<file path="src/hdl/emhq_pkg.sv">
package emhq_pkg;

  localparam int DEPTH  = 64;
  localparam int ADDR_W = (DEPTH > 1) ? $clog2(DEPTH) : 1;
  localparam int CNT_W  = $clog2(DEPTH + 1);
  // child index can reach 2*DEPTH, one bit more than the count
  localparam int IDX_W  = CNT_W + 1;
  localparam int KEY_W  = 32;
  localparam int OCC_W  = 7;

  typedef logic [KEY_W-1:0]  key_t;
  typedef logic [ADDR_W-1:0] addr_t;
  typedef logic [CNT_W-1:0]  cnt_t;
  typedef logic [IDX_W-1:0]  idx_t;

  typedef enum logic {
    CMD_PUSH = 1'b0,
    CMD_POP  = 1'b1
  } cmd_t;

  typedef enum logic [1:0] {
    ST_OK    = 2'd0,
    ST_FULL  = 2'd1,
    ST_EMPTY = 2'd2
  } status_t;

  typedef enum logic [2:0] {
    S_IDLE,
    S_UP_CMP,
    S_DN_LOAD,
    S_DN_CMP,
    S_WR_FIN,
    S_DONE
  } state_t;

endpackage

</file>
<file path="src/hdl/emhq_ram.sv">
module emhq_ram #(
  parameter int WIDTH = 32,
  parameter int DEPTH = 64,
  parameter int AW    = (DEPTH > 1) ? $clog2(DEPTH) : 1
) (
  input  logic             clk,
  input  logic             we,
  input  logic [AW-1:0]    waddr,
  input  logic [WIDTH-1:0] wdata,
  input  logic [AW-1:0]    raddr,
  output logic [WIDTH-1:0] rdata
);

  logic [WIDTH-1:0] mem [DEPTH];
  logic [WIDTH-1:0] rdata_r;

  always_ff @(posedge clk) begin
    if (we) begin
      mem[waddr] <= wdata;
    end
    rdata_r <= mem[raddr];
  end

  assign rdata = rdata_r;

endmodule

</file>
<file path="src/hdl/event_min_heap_queue.sv">
// channel   | handshake            | payload
// ----------+----------------------+------------------------------------------------
// request   | in_valid / in_ready  | in_cmd, in_time, in_process, in_thread
// result    | out_valid / out_ready| out_status, out_time, out_process, out_thread,
//           |                      | out_occupancy
//
// push: one compare per level on the way up (each level climbed, and the
// compare that stops the climb), then the final write; pop: a load of the root
// and last entry, one compare per level on the way down, then the final write.
// each level costs one read/compare/write pass through the key store (two copies,
// one read port each, so both children come back in the same cycle).
// rst_n clears the count and control; the key store is not cleared.
// a new request is taken only in idle; a finished result waits in the output
// register and the next request is taken while it is unread.
module event_min_heap_queue
  import emhq_pkg::*;
(
  input  logic        clk,
  input  logic        rst_n,
  input  logic        in_valid,
  output logic        in_ready,
  input  logic        in_cmd,
  input  logic [15:0] in_time,
  input  logic [7:0]  in_process,
  input  logic [7:0]  in_thread,
  output logic        out_valid,
  input  logic        out_ready,
  output logic [1:0]  out_status,
  output logic [15:0] out_time,
  output logic [7:0]  out_process,
  output logic [7:0]  out_thread,
  output logic [6:0]  out_occupancy
);

  state_t  state_r, state_nxt;
  cnt_t    cnt_r, cnt_nxt;
  addr_t   pos_r, pos_nxt;
  key_t    key_r, key_nxt;
  key_t    pop_r, pop_nxt;
  status_t status_r, status_nxt;

  logic             out_valid_r, out_valid_nxt;
  status_t          out_status_r, out_status_nxt;
  key_t             out_key_r, out_key_nxt;
  logic [OCC_W-1:0] out_occ_r, out_occ_nxt;

  logic  we;
  addr_t waddr, raddr_a, raddr_b;
  key_t  wdata, rdata_a, rdata_b;

  logic  in_fire, full, empty, handover;
  key_t  in_key;
  addr_t push_pos, push_par, up_par, up_par2, last_pos;
  logic  up_stop;
  idx_t  left_i, right_i, nl_i, nr_i;
  logic  left_ok, right_ok, l_less, r_less, moved, nl_ok;
  key_t  small_val, child_val;
  addr_t child_addr;

  emhq_ram #(.WIDTH(KEY_W), .DEPTH(DEPTH)) u_ram_a (
    .clk   (clk),
    .we    (we),
    .waddr (waddr),
    .wdata (wdata),
    .raddr (raddr_a),
    .rdata (rdata_a)
  );

  emhq_ram #(.WIDTH(KEY_W), .DEPTH(DEPTH)) u_ram_b (
    .clk   (clk),
    .we    (we),
    .waddr (waddr),
    .wdata (wdata),
    .raddr (raddr_b),
    .rdata (rdata_b)
  );

  assign in_ready = (state_r == S_IDLE);
  assign in_fire  = in_valid && in_ready;
  assign in_key   = {in_time, in_process, in_thread};
  assign full     = (cnt_r == cnt_t'(DEPTH));
  assign empty    = (cnt_r == '0);
  assign handover = !out_valid_r || out_ready;

  // sift up
  assign push_pos = cnt_r[ADDR_W-1:0];
  assign push_par = (push_pos - addr_t'(1)) >> 1;
  assign up_par   = (pos_r - addr_t'(1)) >> 1;
  assign up_par2  = (up_par - addr_t'(1)) >> 1;
  assign up_stop  = (rdata_a <= key_r);
  assign last_pos = addr_t'(cnt_r - cnt_t'(1));

  // sift down: children of pos_r, bounded by the count
  assign left_i     = idx_t'({pos_r, 1'b1});
  assign right_i    = left_i + idx_t'(1);
  assign left_ok    = left_i < idx_t'(cnt_r);
  assign right_ok   = right_i < idx_t'(cnt_r);
  assign l_less     = left_ok && (rdata_a < key_r);
  assign small_val  = l_less ? rdata_a : key_r;
  assign r_less     = right_ok && (rdata_b < small_val);
  assign moved      = l_less || r_less;
  assign child_addr = r_less ? right_i[ADDR_W-1:0] : left_i[ADDR_W-1:0];
  assign child_val  = r_less ? rdata_b : rdata_a;
  assign nl_i       = idx_t'({child_addr, 1'b1});
  assign nr_i       = nl_i + idx_t'(1);
  assign nl_ok      = nl_i < idx_t'(cnt_r);

  always_comb begin
    state_nxt = state_r;
    unique case (state_r)
      S_IDLE: begin
        if (in_fire) begin
          if (in_cmd == CMD_PUSH) begin
            priority if (full)            state_nxt = S_DONE;
            else if (push_pos == '0)      state_nxt = S_WR_FIN;
            else                          state_nxt = S_UP_CMP;
          end else begin
            state_nxt = empty ? S_DONE : S_DN_LOAD;
          end
        end
      end
      S_UP_CMP: begin
        if (up_stop || up_par == '0) state_nxt = S_WR_FIN;
      end
      S_DN_LOAD: begin
        state_nxt = (idx_t'(1) < idx_t'(cnt_r)) ? S_DN_CMP : S_WR_FIN;
      end
      S_DN_CMP: begin
        if (!moved || !nl_ok) state_nxt = S_WR_FIN;
      end
      S_WR_FIN: state_nxt = S_DONE;
      S_DONE: begin
        if (handover) state_nxt = S_IDLE;
      end
      default: state_nxt = S_IDLE;
    endcase
  end

  always_comb begin
    cnt_nxt        = cnt_r;
    pos_nxt        = pos_r;
    key_nxt        = key_r;
    pop_nxt        = pop_r;
    status_nxt     = status_r;
    out_valid_nxt  = out_valid_r && !out_ready;
    out_status_nxt = out_status_r;
    out_key_nxt    = out_key_r;
    out_occ_nxt    = out_occ_r;
    we             = 1'b0;
    waddr          = pos_r;
    wdata          = key_r;
    raddr_a        = '0;
    raddr_b        = '0;
    unique case (state_r)
      S_IDLE: begin
        if (in_fire) begin
          key_nxt    = in_key;
          pop_nxt    = '0;
          status_nxt = ST_OK;
          if (in_cmd == CMD_PUSH) begin
            if (full) begin
              status_nxt = ST_FULL;
            end else begin
              cnt_nxt = cnt_r + cnt_t'(1);
              pos_nxt = push_pos;
              raddr_a = push_par;
            end
          end else begin
            if (empty) begin
              status_nxt = ST_EMPTY;
            end else begin
              // root on port a, last entry on port b
              cnt_nxt = cnt_r - cnt_t'(1);
              raddr_b = last_pos;
            end
          end
        end
      end
      S_UP_CMP: begin
        if (!up_stop) begin
          we      = 1'b1;
          wdata   = rdata_a;
          pos_nxt = up_par;
          raddr_a = up_par2;
        end
      end
      S_DN_LOAD: begin
        pop_nxt = rdata_a;
        key_nxt = rdata_b;
        pos_nxt = '0;
        raddr_a = addr_t'(1);
        raddr_b = addr_t'(2);
      end
      S_DN_CMP: begin
        if (moved) begin
          we      = 1'b1;
          wdata   = child_val;
          pos_nxt = child_addr;
          raddr_a = nl_i[ADDR_W-1:0];
          raddr_b = nr_i[ADDR_W-1:0];
        end
      end
      S_WR_FIN: begin
        we = 1'b1;
      end
      S_DONE: begin
        if (handover) begin
          out_valid_nxt  = 1'b1;
          out_status_nxt = status_r;
          out_key_nxt    = pop_r;
          out_occ_nxt    = OCC_W'(cnt_r);
        end
      end
      default: ;
    endcase
  end

  always_ff @(posedge clk) begin
    if (!rst_n) begin
      state_r     <= S_IDLE;
      cnt_r       <= '0;
      out_valid_r <= 1'b0;
    end else begin
      state_r     <= state_nxt;
      cnt_r       <= cnt_nxt;
      out_valid_r <= out_valid_nxt;
    end
    pos_r        <= pos_nxt;
    key_r        <= key_nxt;
    pop_r        <= pop_nxt;
    status_r     <= status_nxt;
    out_status_r <= out_status_nxt;
    out_key_r    <= out_key_nxt;
    out_occ_r    <= out_occ_nxt;
  end

  assign out_valid     = out_valid_r;
  assign out_status    = out_status_r;
  assign out_time      = out_key_r[31:16];
  assign out_process   = out_key_r[15:8];
  assign out_thread    = out_key_r[7:0];
  assign out_occupancy = out_occ_r;

  a_cnt_bound: assert property (@(posedge clk) disable iff (!rst_n)
    cnt_r <= cnt_t'(DEPTH))
    else $error("entry count above depth");

  a_pop_empty: assert property (@(posedge clk) disable iff (!rst_n)
    in_fire && in_cmd == CMD_POP && empty |=> state_r == S_DONE && status_r == ST_EMPTY)
    else $error("pop on empty queue not refused");

  a_push_cnt: assert property (@(posedge clk) disable iff (!rst_n)
    in_fire && in_cmd == CMD_PUSH && !full |=> cnt_r == cnt_t'($past(cnt_r) + cnt_t'(1)))
    else $error("push did not bump count");

  a_write_busy: assert property (@(posedge clk) disable iff (!rst_n)
    we |-> state_r != S_IDLE && state_r != S_DONE)
    else $error("key store written outside an operation");

  a_refused_zero: assert property (@(posedge clk) disable iff (!rst_n)
    out_valid_r && out_status_r != ST_OK |-> out_key_r == '0)
    else $error("refused request carries a key");

endmodule
</file>
<file path="config.mk">
export PLATFORM = sky130hd
export DESIGN_NAME = event_min_heap_queue
export DESIGN_NICKNAME = d
export VERILOG_FILES = /design/src/hdl/emhq_pkg.sv /design/src/hdl/emhq_ram.sv /design/src/hdl/event_min_heap_queue.sv
export SDC_FILE = /design/constraint.sdc
export NUM_CORES = 2
export LEC_CHECK = 0
export BUFFER_PORTS_ARGS = -buffer_cell sky130_fd_sc_hd__buf_4
export CORE_MARGIN = 1
export CORE_UTILIZATION = 50
export DETAILED_ROUTE_END_ITERATION = 7
export PLACE_DENSITY = 0.76
export SLEW_MARGIN = 40
export SYNTH_ARGS = -nofsm -noshare
export SYNTH_HDL_FRONTEND = slang
export SYNTH_HIERARCHICAL = 1
export SYNTH_SLANG_ARGS = --single-unit
</file>
<file path="constraint.sdc">
create_clock -name clk -period 9.8 [get_ports clk]
set_input_delay 0.49 -clock clk [delete_from_list [all_inputs] [get_ports clk]]
set_output_delay 0.49 -clock clk [all_outputs]
set_load 0.02 [all_outputs]
</file>
* Word-level counts from Yosys, hierarchy flattened *
Memories as Yosys holds them, arrays and structs flattened. A register that Yosys moved wholly into a read port is not among the register bits.
Cells that the tools add are included.
W data, S select, Z words.

operators by class
  $add $sub $neg = 7
  multipliers = 0
  divide/modulo/power cells = 0
  $lt $le $gt $ge = 7
  eq/ne operators = 16
  shifts and indexed selects = 0
  mux-type cells = 50
  bitwise operators = 0
  reduce and logical (&&, ||, !) cells = 24

operators with widths
  cell                   count
  $mux W32               6
  $pmux W32 S2           3
  $mux W6                11
  $lt A32 B32 Y1         2
  $pmux W6 S4            2
  $le A32 B32 Y1         1
  $mux W3                9
  $mux W7                3
  $mux W5                4
  $ne A2 B2 Y1 const B   9
  $pmux W3 S6            1
  $pmux W6 S3            1
  $lt A7 B7 Y1           2
  $logic_not A6 Y1       2
  $sub A6 B1 Y6 const B  2
  $add A7 B1 Y8 const B  1
  $lt A8 B7 Y1           1
  $reduce_and A4 Y1      2
  $add A7 B1 Y7 const B  1
  $eq A7 B7 Y1 const B   1
  $logic_not A7 Y1       1
  $lt A1 B7 Y1 const A   1
  $mux W1                7
  $sub A7 B1 Y7 const B  1
  other kinds (16)       30

storage, ports and cells
  register bits = 124
  latch bits = 0
  bits in writable memories = 4096
  memory bits (read-only) = 0
  bits of input ports = 37
  output and inout port bits = 43
  word-level logic and storage cells = 116
  memories kept = 2

memory list
  memory       depth  bits a word  read ports  clocked after memory_dff  write ports  line            text
  u_ram_a.mem  64     32           1           1                         1            emhq_ram.sv:14  logic [WIDTH-1:0] mem [DEPTH];
  u_ram_b.mem  64     32           1           1                         1            emhq_ram.sv:14

* Longest topological paths before layout *
  depth after elaboration = 11
  gate-level depth with buffers = 35
  mapped depth without buffers = 26

* By module *
The synthesis kept the hierarchy.

by module, submodules not included
  module                instances  cells an instance  area each (µm²)
  emhq_ram              2          3324               78515.3
  event_min_heap_queue  1          895                8867.3

* Worst setup path after synthesis *
No wires, ideal clock.

  path type = register -> register
  start point = register cnt_r[2]
  end point = memory u_ram_a.mem[0][20], data pin
  data arrival time = 8.171 ns
  setup slack = 0.738 ns
  cell stages (with the launch flop) = 24
  buffers on the path = 6
  path through = dfxtp_1 > clkbuf_1 > inv_1 > ha_1 > nor2b_1 > o211ai_1 > a31o_2 > nand4_1 > a21oi_1 > buf_6 > clkbuf_1 > mux2i_1 > ha_1 > nand3_1 > or3_1 > o41ai_1 > nor3_1 > o211a_1 > buf_6 > nor2_2 > buf_2 > buf_2 > o21ai_1 > a21oi_1

between the ends
  cells in the longest elaborated chain, start to end = 8
  elaborated cells on any way between the ends = 10
  those cells by class = 3 x order compare; 4 x mux; 3 x reduce/logical

ends and longest elaborated chain
  item                                            line                                                      text
  start, declared                                 event_min_heap_queue.sv:36                                cnt_t cnt_r, cnt_nxt;
  start signal, assigned                          event_min_heap_queue.sv:225                               cnt_r <= cnt_nxt;
  $lt A7 B7 Y1                                    event_min_heap_queue.sv:96                                assign left_ok = left_i < idx_t'(cnt_r);
  $logic_and A1 B1 Y1                             event_min_heap_queue.sv:98                                assign l_less = left_ok && (rdata_a < key_r);
  $mux W32                                        event_min_heap_queue.sv:99                                assign small_val = l_less ? rdata_a : key_r;
  $lt A32 B32 Y1                                  event_min_heap_queue.sv:100                               assign r_less = right_ok && (rdata_b < small_val);
  $logic_and A1 B1 Y1                             event_min_heap_queue.sv:100
  $mux W32 or $logic_or A1 B1 Y1 (tied branches)  event_min_heap_queue.sv:103, event_min_heap_queue.sv:101
  $mux W32 (*)                                    event_min_heap_queue.sv:195                               if (moved) begin
  $pmux W32 S2 (*)                                event_min_heap_queue.sv:154                               unique case (state_r)
  named net wdata[20]                             event_min_heap_queue.sv:49                                key_t wdata, rdata_a, rdata_b;
  end, declared                                   emhq_ram.sv:14

Mark *: on every way through the listed nets, which the timed path passes. The rest lies on a longest branch.

* Worst setup path in the final report *
  start point = register u_ram_a.rdata_r[27], in the netlist u_ram_a/rdata[27] (read register of u_ram_a.mem)
  end point = register u_ram_b.rdata_r[25], in the netlist u_ram_b/rdata[25] (read register of u_ram_b.mem)

between the ends
  cells in the longest elaborated chain, start to end = 9
  elaborated cells on any way between the ends = 10
  those cells by class = 1 x add/sub; 2 x order compare; 4 x mux; 3 x reduce/logical

ends and longest elaborated chain
  item                  line                         text
  start, declared       emhq_ram.sv:15               logic [WIDTH-1:0] rdata_r;
  $lt A32 B32 Y1        event_min_heap_queue.sv:98
  $logic_and A1 B1 Y1   event_min_heap_queue.sv:98
  $mux W32              event_min_heap_queue.sv:99
  $lt A32 B32 Y1        event_min_heap_queue.sv:100
  $logic_and A1 B1 Y1   event_min_heap_queue.sv:100
  $mux W6               event_min_heap_queue.sv:102  assign child_addr = r_less ? right_i[ADDR_W-1:0] : left_i[ADDR_W-1:0];
  $add A6 B1 Y6         event_min_heap_queue.sv:105  assign nr_i = nl_i + idx_t'(1);
  $mux W6 (*)           event_min_heap_queue.sv:195
  $pmux W6 S3 (*)       event_min_heap_queue.sv:154
  named net raddr_b[2]  event_min_heap_queue.sv:48   addr_t waddr, raddr_a, raddr_b;
  end, declared         emhq_ram.sv:15

Marked as above.
A chain may end at the register's enable or synchronous reset.

==> qor.txt <==
Status -> finished, final reports clean
Synth top area cells -> edfxtp_1 76%, mux4_2 15%, mux2i_1 1.3%
Ys async rst share -> 0%
Worst r2r src -> u_ram_a/rdata[27]
Site row count -> 211
Via-to-Cell Ratio -> 6.67
Num CTS Buffers -> 396
Crit path from -> u_ram_a/rdata[27]
Fin. max-slew vios -> 0
Initial Util -> 50.2%
Max Cap Viol -> 0
Power, Total -> 0.0612 W
CTS Root Cell -> clkbuf_16
Final hold vios -> 0
Vias in the first global route -> 84,900
Placer Congestion -> 0.917
#FFs+latches synth -> 4,284
CP peak stage delay -> 0.94 ns
Final cell count without fillers -> 12,700
Clock Sink Count -> 4,284
I/O Buffers -> 79
Hold crit path type -> primary input to flop
CTS tree -> done
Peak supply drop -> 0.000398 V
Sequential share of the synthesized area -> 77.1%
Iteration-0 DRC count of the detailed router -> 13,700
First-pass GRT wire length -> 629 mm
Drt pass-1 iters -> 8
Largest net degree at the start of global routing -> 129
Final hold slack -> 0.0594 ns
Main synth FF type -> edfxtp_1
Ratio of cells with drive above 1 in the final layout -> 28.3%
Critical path depth in cells -> 27
R2R depth -> 27
Setup TNS -> 0 ns
Pwr/cell area -> 324 nW/um^2
Crit path kind -> flop to flop
Unrepaired setup endpoints after global routing -> no
Slew HR -> 36.2%
Min Clock Period, post-route -> 9.34 ns
DP Wirelength -> 256 mm
Htree depth -> 5
Antenna viol nets, final -> 0
Largest family of logic cells by synthesized area -> multiplexers
I/O pin total -> 80
Worst path top cell family by delay -> compound AO/OA/AOI/OAI gates
Die Ht -> 578 um
Tcrit/Tclk final -> 95.3%
Worst Setup End Kind -> flop
CTS clk-pin slew, worst paths -> 0.06 ns
Mapped Cells -> 7,543
Max Fanout on Critical Path -> 72
Crit start category -> flop
Data required, critical path -> 10.55 ns
Fin Clk Skew -> 0.0517 ns
Placed instance count -> 11,900
Simple-Gate Fraction of Synth Area -> 1.85%
Syn_area_per_cell -> 22.0 um^2
Final wirelength -> 446 mm
Peak Freq -> 0.107 GHz
Die ar. -> 334,000 um^2
Ys Warns -> 6
DRC Markers -> 0
Slew @ Worst Pin -> 0.956 ns
Synth cell types -> 75
Synth cell count leaders -> 4,209 x edfxtp_1, 1,088 x mux4_2, 319 x nor2_1, 222 x mux2i_1, 205 x o22ai_1
Xor/xnor share of the synthesized area -> 0.132%
GRT overflow -> 0
Clock latency on the worst-skew pair -> 0.94 ns
Cell Area, Synth -> 166,000 um^2
WL/cell -> 35.1 um
Yosys top cell by area -> edfxtp_1
End point of the critical path -> u_ram_b/rdata[25]
Initial antenna violation count -> 43
Crit path DAT -> 10.09 ns
CP max-delay cell -> dfxtp_1
Top-count cell post-synth -> edfxtp_1
Nets -> 8,145
Multiplexer share of the synthesized area -> 16.3%
Area growth from synthesis to layout -> 13.8%
Filler Cells Inserted -> 22,500
Reg-to-Reg End -> u_ram_b/rdata[25]
Core ar. -> 330,000 um^2
Synth Area in Compound Gates -> 2.61%
Maximum clock path buffer count -> 4
Share of the synthesized area in the top cell type -> 76.2%
GRT Overall Usage -> 26.6%
Syn nets -> 7,667
Post-synth EDFFs -> 4,209
Critical path buffers and inverters -> 4
Flop2flop setup slack -> 0.46 ns
Via count of the routed design -> 84,800
DIE WIDTH -> 578 um
Leakage power -> 57.6 nW
Synth Area in Adders -> 0.656%
Setup Viol. Count Final -> 0
==> how the worst min path moves through the flow <==
stage | cells past startpoint | slack [ns] | to | start
2_1_floorplan | 0 | 0.40 | out_key_r[0] | pop_r[0]
3_3_place_gp | 0 | 0.41 | out_status[0] | status_r[0]
3_5_place_dp | 0 | 0.40 | out_status[0] | status_r[0]
4_1_cts | 2 | 0.02 | key_r[11] | in_process[3]
5_1_grt | 2 | 0.05 | key_r[11] | in_process[3]
6_report | 2 | 0.06 | key_r[11] | in_process[3]
==> report_power, final <==
group          switching, W  total, W  internal, W
Sequential         0.000650    0.0258       0.0252
Combinational        0.0136    0.0201      0.00649
Clock               0.00662    0.0154      0.00875
==> logic make-up after synthesis <==
family | Yosys count
xor+xnor | 25
compound gates | 658
buf+inv | 477
fa+ha+maj | 87
mux | 1342
simple gates | 670
flops | 4284
==> flip-flops by register name, indices dropped and copies added, names as in the netlist <==
register	cells
pop_r	32
pos_r	6
out_valid	1
u_ram_a/rdata	32
u_ram_b/mem	2048
cnt_r	7
out_status	2
out_key_r	32
key_r	32
u_ram_a/mem	2048
state_r	3
u_ram_b/rdata	32
status_r	2
out_occupancy	7
==> cells in the final DEF (no fill, tap or decap), drive strengths merged, types with 54 or more instances in the layout <==
| cell | netlist | final |
|---|---|---|
| buf | 226 | 462 |
| clkbuf | 191 | 513 |
| mux2i | 222 | 222 |
| a21oi | 189 | 189 |
| inv | 60 | 73 |
| o21ai | 54 | 54 |
| clkinv | 0 | 138 |
| nand2 | 122 | 122 |
| mux4 | 1088 | 1088 |
| nor2 | 320 | 320 |
| o22ai | 205 | 205 |
| edfxtp | 4209 | 4209 |
| ha | 87 | 87 |
| o221ai | 58 | 58 |
| dfxtp | 75 | 75 |
==> per-layer routing <==
metal,GRT usage [%],vias to the layer above,part of all wire (%)
met5,0,-,0.026
met4,12.0,12,5.0
met3,5.70,1064,13
met2,41.9,6706,47
met1,35.9,44100,35
li1,-,32900,-
==> worst reg2reg max path, cell delays in order, from the launching register on <==
cell and delay [ns]:
dfxtp_1 0.94, ha_1 0.44, nand4_1 0.15, nor2_1 0.07, a221oi_1 0.29, nand4_1 0.21, a21oi_4 0.18, buf_4 0.24
mux2i_1 0.27, ha_1 0.31, a211oi_1 0.32, nand2_1 0.11, a2111oi_1 0.62, o41ai_1 0.24, nor3_1 0.35, o211a_1 0.50
nor2_4 0.12, ha_1 0.42, inv_1 0.13, xnor2_1 0.18, o22ai_4 0.64, buf_12 0.53, nand2b_1 0.27, buf_4 0.29
o22ai_1 0.43, nor2_1 0.08, a21oi_1 0.74, nor2_1 0.10
==> timing repair <==
action,CTS,global route
hold endpoints to repair,44,0
hold buffers,35,0
setup buffers,0,2
setup endpoints to repair,0,7
resized for setup,0,2
==> area by class of cell <==
type                    instances  area (um^2)  area share [%]
diodes                         17         42.5          0.0225
clock buffers                 513        10600            5.61
clock inverters               200         2170            1.15
inverters                      60          225           0.119
multi-input cells            2782        37400            19.8
flip-flops and latches       4284       128000            67.7
well taps                    4366         5460            2.89
repair buffers                497         4990            2.64
==> per-stage QoR <==
step	setup WS [ns]	utilization, %	area [um^2]
after floorplan	0.738	-	166000
after global placement	-0.0689	52.8	174000
after detailed placement	0.701	53.1	175000
after CTS	0.576	57.1	188000
after global routing	0.338	57.2	189000
final	0.459	57.2	189000
Note: power is estimated with default switching activity, not from simulation.
